<file path="src/vrt_mul.sv">
// Bit-serial unsigned multiplier, one multiplier bit per cycle.
module vrt_mul #(
  parameter int AW = 78,
  parameter int BW = 32
) (
  input  logic            clk_i,
  input  logic            rst_ni,
  input  logic            start_i,
  input  logic [AW-1:0]   a_i,
  input  logic [BW-1:0]   b_i,
  output logic            done_o,
  output logic [AW+BW-1:0] prod_o
);

  localparam int CNTW = $clog2(BW + 1);

  logic             busy_q;
  logic             done_q;
  logic [CNTW-1:0]  cnt_q;
  logic [AW-1:0]    a_q;
  logic [AW+BW-1:0] prod_q;
  logic [AW:0]      sum;

  assign sum = {1'b0, prod_q[AW+BW-1:BW]} + (prod_q[0] ? {1'b0, a_q} : '0);

  always_ff @(posedge clk_i or negedge rst_ni) begin
    if (!rst_ni) begin
      busy_q <= 1'b0;
      done_q <= 1'b0;
      cnt_q  <= '0;
      a_q    <= '0;
      prod_q <= '0;
    end else begin
      done_q <= 1'b0;
      if (start_i) begin
        busy_q <= 1'b1;
        cnt_q  <= CNTW'(BW);
        a_q    <= a_i;
        prod_q <= {{AW{1'b0}}, b_i};
      end else if (busy_q) begin
        prod_q <= {sum, prod_q[BW-1:1]};
        cnt_q  <= cnt_q - CNTW'(1);
        if (cnt_q == CNTW'(1)) begin
          busy_q <= 1'b0;
          done_q <= 1'b1;
        end
      end
    end
  end

  assign done_o = done_q;
  assign prod_o = prod_q;

endmodule

</file>
<file path="config.mk">
export PLATFORM = sky130hd
export DESIGN_NAME = vrt_mul
export DESIGN_NICKNAME = d
export VERILOG_FILES = /design/src/vrt_mul.sv
export SDC_FILE = /design/constraint.sdc
export NUM_CORES = 1
export LEC_CHECK = 0
export BUFFER_PORTS_ARGS = -buffer_cell sky130_fd_sc_hd__buf_2
export CORE_MARGIN = 5
export CORE_UTILIZATION = 40
export CTS_BUF_LIST = sky130_fd_sc_hd__clkbuf_4 sky130_fd_sc_hd__clkbuf_8 sky130_fd_sc_hd__clkbuf_16
export DETAILED_ROUTE_END_ITERATION = 10
export MAX_ROUTING_LAYER = met4
export PLACE_DENSITY = 0.57
export REMOVE_ABC_BUFFERS = 1
export SETUP_SLACK_MARGIN = 0.4
export SYNTH_ARGS = -nofsm -noshare
export SYNTH_HDL_FRONTEND = slang
export SYNTH_SLANG_ARGS = --single-unit
export TNS_END_PERCENT = 10
</file>
<file path="constraint.sdc">
create_clock -name clk_i -period 4.1 [get_ports clk_i]
set_clock_uncertainty 0.1 [all_clocks]
set_input_delay 0.41 -clock clk_i [delete_from_list [all_inputs] [get_ports clk_i]]
set_output_delay 0.41 -clock clk_i [all_outputs]
set_load 0.02 [all_outputs]
</file>
==> results.ini <==
[outcome]
status=complete, but fails checks
violations=hold timing

[sta]
finalHoldViolCount=26
setup_viol=0
fmax_mhz=274.8
setup-tns-final_ns=0
grt_setup_unrepaired=true
period_share_pct=88.75
hold_ws_ns=-0.02773
maxSlewViolCount=0
tightest_slew_ns=0.9780
period_needed_ns=3.639
worst_slew_margin_rel_pct=34.80

[power_and_ir_drop]
powerDensity_nw_per_um2=477.5
leakage_nw=7.647
peakVddDrop_v=0.0003284
finalPower_mw=7.323

[clocking]
clk_pin_slew_ns=0.09
clockBufferDepth=2
tritoncts=built
clock_latency_ns=0.45
clock_tree.root_cell=clkbuf_16
clkSinkCount=196
cts_buffers=17
htreeDepth=4

[floorplan]
boundaryPins=224
fp-row-count=66
die-area_um2=36290
core_um2=32370
die_x_um=190.5
initial_core_util_pct=40.26
fp.dieH_um=190.5

[hold_path]
hp-class=input port to async pin

[place]
io_buffers=223
place_hpwl_mm=26.98
gp_congestion=0.8630

[final_layout]
nFillCells=3185
drive_above_1_share_pct=26.10
syn_to_final_growth_pct=17.70
final_nets=1767

[routing]
drtPass1Iterations=6
wl_mm=36.65
first_iter_violations=486
num_vias=10803
drc=0
ant_nets=0
via_per_inst=5.322
wl_per_cell_um=18.06

[synth]
yosys.area.top_type=dfrtp_1
syn_inst=1403
synth.area.top_cells=dfrtp_1 38%, ha_1 7.7%, mux2_2 6.7%
ys.flop_type=dfrtp_1
ys_async_sr_fraction_pct=100.0
synth.most_common_cell=dfrtp_1
synth-edff-count=0
syn_area_um2=13030
yosysWarnings=0
ys_seq_area_share_pct=37.64
yosys.cell_types.count=78
syn_avg_cell_area_um2=9.288
synth_top_area_share_pct=37.64
netlist_top_cells_count=196 x dfrtp_1, 130 x nand2_1, 107 x a21oi_1
synth-seq-cells=196

[critical_path]
arrival_ns=3.86
reg2reg_slack_ns=0.46
cp_max_fo=51
reg2reg_to=prod_o[87]
crit_required_ns=4.32
path_buf_inv=1
max_stage_delay_ns=0.60
critPathLaunchType=flop
cpMaxStageDelayCell=or4_4
reg2reg_from=prod_o[0]
path_cells=buf_12, and2_1, ha_2, nand4_1, or4_4, o22ai_2, a311oi_4, a21oi_1, a21oi_2, o21bai_1, xnor2_1, o21ai_0
cp.depth=12
path_delay_family=compound AO/OA/AOI/OAI gates
end_kind=flop
critPathKind=flop to flop
reg2reg_depth=12

[global_routing]
grt_pass1_wl_mm=59.01
grt_overflow_total=0
grt_max_degree=109
antenna_found_initial=2
grt_use_met2_pct=31.39
grt_use_met3_pct=5.328
grt.total_usage_pct=20.62
met1_usage_pct=28.29
busiest_layer=met2
first_global_vias=11038

[flow_run]
maxCapViolations=0

metal layers:
layer  wire [um]  share of wire (%)
met5           0                  0
met4         331               0.90
met3        2218                6.1
met2       16480                 45
met1       17620                 48
worst max path at each step:
stage               from          end  slack (ns)
6_report       prod_o[0]   prod_o[87]        0.46
3_3_place_gp   prod_o[0]  prod_o[107]        0.41
2_1_floorplan     busy_q  prod_o[105]       -0.66
4_1_cts        prod_o[0]  prod_o[107]        0.35
5_1_grt        prod_o[0]  prod_o[106]        0.35
3_5_place_dp   prod_o[0]  prod_o[103]        0.25
state kept, by name (all words and copies together) (netlist names):
register,cells
prod_o,110
a_q,78
cnt_q,6
busy_q,1
done_o,1
stage by stage:
| stage | instance area, um^2 | std cells | hold slack (ns) | utilization [%] | setup slack, ns |
|---|---|---|---|---|---|
| after global placement | 14480 | 1990 | 0.3861 | 44.72 | 0.4128 |
| after global routing | 15340 | 2030 | 0.03565 | 47.38 | 0.3453 |
| after detailed placement | 14480 | 1990 | 0.3889 | 44.72 | 0.2515 |
| after floorplan | 12680 | 1314 | 0.01441 | - | -0.6587 |
| after CTS | 15120 | 2022 | 0.01109 | 46.70 | 0.3500 |
| final | 15340 | 2030 | -0.02773 | 47.38 | 0.4615 |
area by class of cell:
cell class | instances | area [um^2] | share of cell area, %
well taps | 442 | 553.0 | 3.606
clock inverters | 15 | 206.4 | 1.346
clock buffers | 17 | 425.4 | 2.774
flip-flops and latches | 196 | 4910 | 32.01
diodes | 2 | 5.005 | 0.03263
repair buffers | 240 | 1284 | 8.370
multi-input cells | 1090 | 7849 | 51.17
inverters | 28 | 105.1 | 0.6853
cell usage in the layout (no fill, tap or decap), types with 6 or more instances in the layout:
cell / n
a211oi_1: 8
a21o_1: 32
a21oi_1: 104
a21oi_2: 8
a31oi_1: 7
and2_1: 82
and3_1: 8
buf_2: 221
buf_4: 15
clkbuf_16: 17
dfrtp_1: 194
ha_1: 70
ha_2: 8
inv_1: 28
mux2_2: 78
mux2i_1: 74
nand2_1: 130
nand2b_1: 8
nand3_1: 16
nand4_1: 33
nor2_1: 100
nor2b_1: 7
nor3_1: 7
o21a_1: 10
o21ai_0: 89
o21ai_1: 14
o21bai_1: 22
or3_1: 6
xnor2_1: 41
xor2_1: 33
logic make-up after synthesis:
family | Yosys count | share of synthesized area (%)
AO/OA/AOI/OAI | 356 | 17.45
XOR/XNOR | 74 | 4.974
adder cells (fa/ha/maj) | 81 | 7.835
buffers and inverters | 117 | 3.533
flip-flops | 196 | 37.64
multiplexers | 152 | 12.42
AND/OR/NAND/NOR | 427 | 16.15
power breakdown:
part	leakage, nW	internal (mW)	switching [mW]
Combinational	4.90	1.14	1.76
Sequential	2.44	2.27	0.316
Clock	0.309	0.946	0.893
repair_timing:
action / in CTS / in global routing
setup endpoints to repair: 9 / 36
pin swaps: 1 / 15
setup buffers: 0 / 6
hold buffers: 0 / 0
resized for setup: 2 / 37
No activity file was read; power rests on OpenSTA's default activity.
