<file path="src/vrt_sqrt.sv">
// Digit-by-digit integer square root of a 64-bit value, one bit per cycle.
module vrt_sqrt (
  input  logic        clk_i,
  input  logic        rst_ni,
  input  logic        start_i,
  input  logic [63:0] x_i,
  output logic        done_o,
  output logic [31:0] root_o
);

  logic        busy_q;
  logic        done_q;
  logic [5:0]  cnt_q;
  logic [63:0] x_q;
  logic [33:0] rem_q;
  logic [31:0] root_q;
  logic [35:0] rem_sh;
  logic [35:0] trial;
  logic        ge;

  assign rem_sh = {rem_q, x_q[63:62]};
  assign trial  = {2'b00, root_q, 2'b01};
  assign ge     = rem_sh >= trial;

  always_ff @(posedge clk_i or negedge rst_ni) begin
    if (!rst_ni) begin
      busy_q <= 1'b0;
      done_q <= 1'b0;
      cnt_q  <= '0;
      x_q    <= '0;
      rem_q  <= '0;
      root_q <= '0;
    end else begin
      done_q <= 1'b0;
      if (start_i) begin
        busy_q <= 1'b1;
        cnt_q  <= 6'd32;
        x_q    <= x_i;
        rem_q  <= '0;
        root_q <= '0;
      end else if (busy_q) begin
        x_q    <= {x_q[61:0], 2'b00};
        rem_q  <= ge ? 34'(rem_sh - trial) : rem_sh[33:0];
        root_q <= {root_q[30:0], ge};
        cnt_q  <= cnt_q - 6'd1;
        if (cnt_q == 6'd1) begin
          busy_q <= 1'b0;
          done_q <= 1'b1;
        end
      end
    end
  end

  assign done_o = done_q;
  assign root_o = root_q;

endmodule

</file>
<file path="config.mk">
export PLATFORM = sky130hd
export DESIGN_NAME = vrt_sqrt
export DESIGN_NICKNAME = d
export VERILOG_FILES = /design/src/vrt_sqrt.sv
export SDC_FILE = /design/constraint.sdc
export NUM_CORES = 1
export LEC_CHECK = 0
export ABC_AREA = 1
export BUFFER_PORTS_ARGS = -buffer_cell sky130_fd_sc_hd__buf_4
export CORE_ASPECT_RATIO = 1.25
export CORE_MARGIN = 5
export CORE_UTILIZATION = 54
export DETAILED_ROUTE_END_ITERATION = 8
export HOLD_SLACK_MARGIN = 0.15
export PLACE_DENSITY = 0.78
export SKIP_LAST_GASP = 1
export SLEW_MARGIN = 40
export SYNTH_ARGS = -nofsm -noshare
export SYNTH_HDL_FRONTEND = slang
export SYNTH_SLANG_ARGS = --single-unit
</file>
<file path="constraint.sdc">
create_clock -name clk_i -period 1.8 [get_ports clk_i]
set_input_delay 0.27 -clock clk_i [delete_from_list [all_inputs] [get_ports clk_i]]
set_output_delay 0.27 -clock clk_i [all_outputs]
set_load 0.05 [all_outputs]
</file>
==> results.cfg <==
[timing]
report.final.hold_viol_count = 0
period_needed_ns = 2.19
worstMarginPinSlew_ns = 0.732
drv_slew = 0
setup_repair_after_global_routing_missed_its_margin = yes
timing.max_slew.rel_slack = 0.512
post-route-period-util = 1.22
post-route-worst-setup-slack_ns = -0.388
fmaxAchievable_mhz = 457
fin_skew_ns = 0.0107
setup_viol = 35

[detailed_routing]
via_count = 9690
routed_wire_length_per_instance_um = 18.2
detail-route-antenna-nets = 0
finalWirelength_mm = 31.7
firstDrtPassIters = 5
drt_drc_violations_left = 0
vias_per_cell = 5.57
first_iter_violations = 874

[finish]
final.fill_count = 858
layoutNonFillerInstCount = 1740
finalNetCount = 1618
area_delta_synth_final_pct = 53.4
share_of_post_route_cells_with_drive_strength_above_1 = 0.402
post-route-cell-area_mm2 = 0.0132
antennaDiodeCount = 0

[yosys]
ys_top_cells_by_area = sky130_fd_sc_hd__dfrtp_1 40%, sky130_fd_sc_hd__nand2_1 16%, sky130_fd_sc_hd__inv_1 8.0%
synthFlopType = sky130_fd_sc_hd__dfrtp_1
post_synth.cell_area_avg_um2 = 7.31
syn_nets = 1280
syn-cell-area_mm2 = 0.00861
post_synth_fa_ha_maj_area_fraction = 0.0523
post_synth_xor_area_fraction = 0.0173
proportion_of_register_bits_with_asynchronous_set_or_reset_after_synthesis = 1.00
yosys.cell_types.count = 37
synth_largest_type_area_fraction = 0.401
synth-edff-count = 0
synth_top_family_by_area = simple AND/OR/NAND/NOR gates
synth_largest_area_cell = sky130_fd_sc_hd__dfrtp_1
complex_gate_fraction_of_the_synthesized_area = 0.121
synth-warning-count = 0
proportion_of_synthesized_chip_area_in_sequential_cells = 0.401
synthesis.instances = 1177
ys_top_cells_by_count = 361 x sky130_fd_sc_hd__nand2_1, 184 x sky130_fd_sc_hd__inv_1, 138 x sky130_fd_sc_hd__dfrtp_1
yosysMostFrequentCell = sky130_fd_sc_hd__nand2_1
synthesis_stage_register_bit_count = 138
synth.mux.area_fraction = 0
synthSimpleGateAreaFrac = 0.301

[global_routing]
overflow_left_after_global_routing = 0
grt_max_degree = 61
first_global_vias = 9798
grt_pass1_wl_mm = 47.7
globalRouteTotalUtil = 0.330
grt_antenna_before_repair = 0

[clock_tree]
tritoncts.num_buffers = 17
cts_sinks = 138
clockBufferDepth = 2
clk_latency_ns = 0.44
clock_tree.htree_level_count = 4
path_clk_slew_ns = 0.07
cts_tree = yes
buffer_cell_driving_the_clock_tree_root = sky130_fd_sc_hd__clkbuf_16

[critical_path]
required_ns = 2.12
cp_data_arrival_time_ns = 2.51
ff2ff_setup_slack_ns = -0.39
worst_setup_path_startpoint = rem_q[22]$_DFFE_PN0P_
worstReg2RegStart = rem_q[22]$_DFFE_PN0P_
worstRegToRegCells = 13
worstSetupPathType = reg2reg
critical_path_peak_fanout = 6
regToRegEndpoint = rem_q[31]$_DFFE_PN0P_
endpoint_kind = flip-flop
critPathCapture = rem_q[31]$_DFFE_PN0P_
critPathLaunchType = flip-flop

[job]
maxCapViolCount = 0

[placement]
globalplace.congestion = 0.978
dp.final_hpwl_mm = 18.7
io_buffers = 99
place.detailed.instances = 1623
placed_area_mm2 = 0.0113

[power]
leakage_nw = 6.75
power.ir.vdd_worst_v = 0.000806
power_mw = 23.3
power_per_cell_area_mw_per_mm2 = 1760

[status]
result_of_the_run = finished with violations
violations = negative setup slack

[floorplan]
coreArea_mm2 = 0.0156
floorplan.die_area_mm2 = 0.0186
chipHeight_um = 151
floorplan.initialDensity = 0.551
placement_rows = 51
die-width_um = 123
num_io_pins = 100

[min_path]
worst_hold_path_type = in2reg
## power breakdown
part           internal [mW]  switching, mW  total [mW]
logic                   6.98           8.71        15.7
registers               3.63          0.456        4.09
clock network           1.85           1.66        3.51
## final cells by class
| class | count | area (µm²) | share of cell area |
|---|---|---|---|
| Sequential cell | 138 | 3490 | 0.265 |
| Timing Repair Buffer | 358 | 3010 | 0.228 |
| Multi-Input combinational cell | 811 | 5150 | 0.390 |
| Clock inverter | 15 | 150 | 0.0114 |
| Tap cell | 212 | 265 | 0.0201 |
| Inverter | 189 | 709 | 0.0537 |
| Clock buffer | 17 | 425 | 0.0322 |
## worst min-delay path by stage
stage	from	endpoint	slack, ns	depth (start not counted)
global placement	rst_ni	rem_q[6]$_DFFE_PN0P_	0.25	1
CTS	x_i[36]	x_q[36]$_DFFE_PN0P_	0.15	3
floorplan	rst_ni	busy_q$_DFF_PN0_	-0.03	0
finish	x_i[3]	x_q[3]$_DFFE_PN0P_	0.14	3
detailed placement	rst_ni	rem_q[8]$_DFFE_PN0P_	0.25	1
global route	x_i[26]	x_q[26]$_DFFE_PN0P_	0.16	3
## sequential cells by signal (all words and copies together), names as in the netlist
register,flops
x_q,64
rem_q,34
root_o,32
cnt_q,6
busy_q,1
done_o,1
## placed cells by master, fill, tap and decap left out, types with 3 or more instances in the layout
cell / count
sky130_fd_sc_hd__buf_4: 296
sky130_fd_sc_hd__nand2_1: 294
sky130_fd_sc_hd__inv_1: 147
sky130_fd_sc_hd__dfrtp_1: 106
sky130_fd_sc_hd__o22ai_1: 90
sky130_fd_sc_hd__nand2_2: 72
sky130_fd_sc_hd__nor2_1: 67
sky130_fd_sc_hd__a21oi_1: 57
sky130_fd_sc_hd__dlygate4sd3_1: 45
sky130_fd_sc_hd__inv_2: 42
sky130_fd_sc_hd__nand3b_1: 33
sky130_fd_sc_hd__dfrtp_2: 32
sky130_fd_sc_hd__ha_4: 30
sky130_fd_sc_hd__nand3_2: 28
sky130_fd_sc_hd__nand3_1: 24
sky130_fd_sc_hd__nand2_4: 23
sky130_fd_sc_hd__clkbuf_16: 21
sky130_fd_sc_hd__o21ai_0: 14
sky130_fd_sc_hd__nor2_2: 12
sky130_fd_sc_hd__xnor2_1: 12
sky130_fd_sc_hd__buf_12: 10
sky130_fd_sc_hd__nor2_4: 9
sky130_fd_sc_hd__a21oi_2: 9
sky130_fd_sc_hd__inv_6: 7
sky130_fd_sc_hd__ha_1: 6
sky130_fd_sc_hd__nand4_1: 4
sky130_fd_sc_hd__nand2_8: 3
sky130_fd_sc_hd__xor2_1: 3
sky130_fd_sc_hd__inv_8: 3
## timing repair
item                       in CTS  in global routing
resized for setup              29                105
setup buffers                  22                 14
setup endpoints to repair      35                 36
pin swaps                      20                 59
hold buffers                   45                  0
hold endpoints to repair       86                  0
cloned                          2                  5
## through the flow
| step | setup TNS [ns] | setup slack [ns] | utilization | hold WS, ns |
|---|---|---|---|---|
| floorplan | -8.74 | -0.271 | - | -0.0256 |
| global placement | -7.66 | -0.263 | 0.725 | 0.247 |
| detailed placement | -9.71 | -0.310 | 0.725 | 0.249 |
| CTS | -9.23 | -0.295 | 0.812 | 0.151 |
| global route | -14.80 | -0.497 | 0.844 | 0.155 |
| finish | -10.31 | -0.388 | 0.844 | 0.144 |
## routing by layer
metal,track usage,up-vias,wire [µm]
met5,0,-,0
met4,0.159,0,1880
li1,-,4444,-
met2,0.599,562,16200
met1,0.371,4515,11400
met3,0.0557,169,2180
## critical path: stages (launching register included)
cell and delay (ns):
sky130_fd_sc_hd__dfrtp_1 0.44, sky130_fd_sc_hd__ha_4 0.30, sky130_fd_sc_hd__nand2_4 0.05, sky130_fd_sc_hd__nor2_4 0.16, sky130_fd_sc_hd__inv_2 0.07, sky130_fd_sc_hd__nor3_2 0.19
sky130_fd_sc_hd__nand2_2 0.10, sky130_fd_sc_hd__nand2_4 0.10, sky130_fd_sc_hd__nand2_8 0.10, sky130_fd_sc_hd__nand2_8 0.16, sky130_fd_sc_hd__clkbuf_16 0.17, sky130_fd_sc_hd__nand3_2 0.06
sky130_fd_sc_hd__nand2_1 0.09, sky130_fd_sc_hd__nand2_1 0.07
## logic make-up (layout without fill, tap and decap cells)
logic type	Yosys count	count (layout)
flip-flops	138	138
XOR/XNOR	17	17
AO/OA/AOI/OAI	179	179
buffers and inverters	229	579
adder cells (fa/ha/maj)	36	36
AND/OR/NAND/NOR	578	579
No activity file was read; power rests on OpenSTA's default activity.
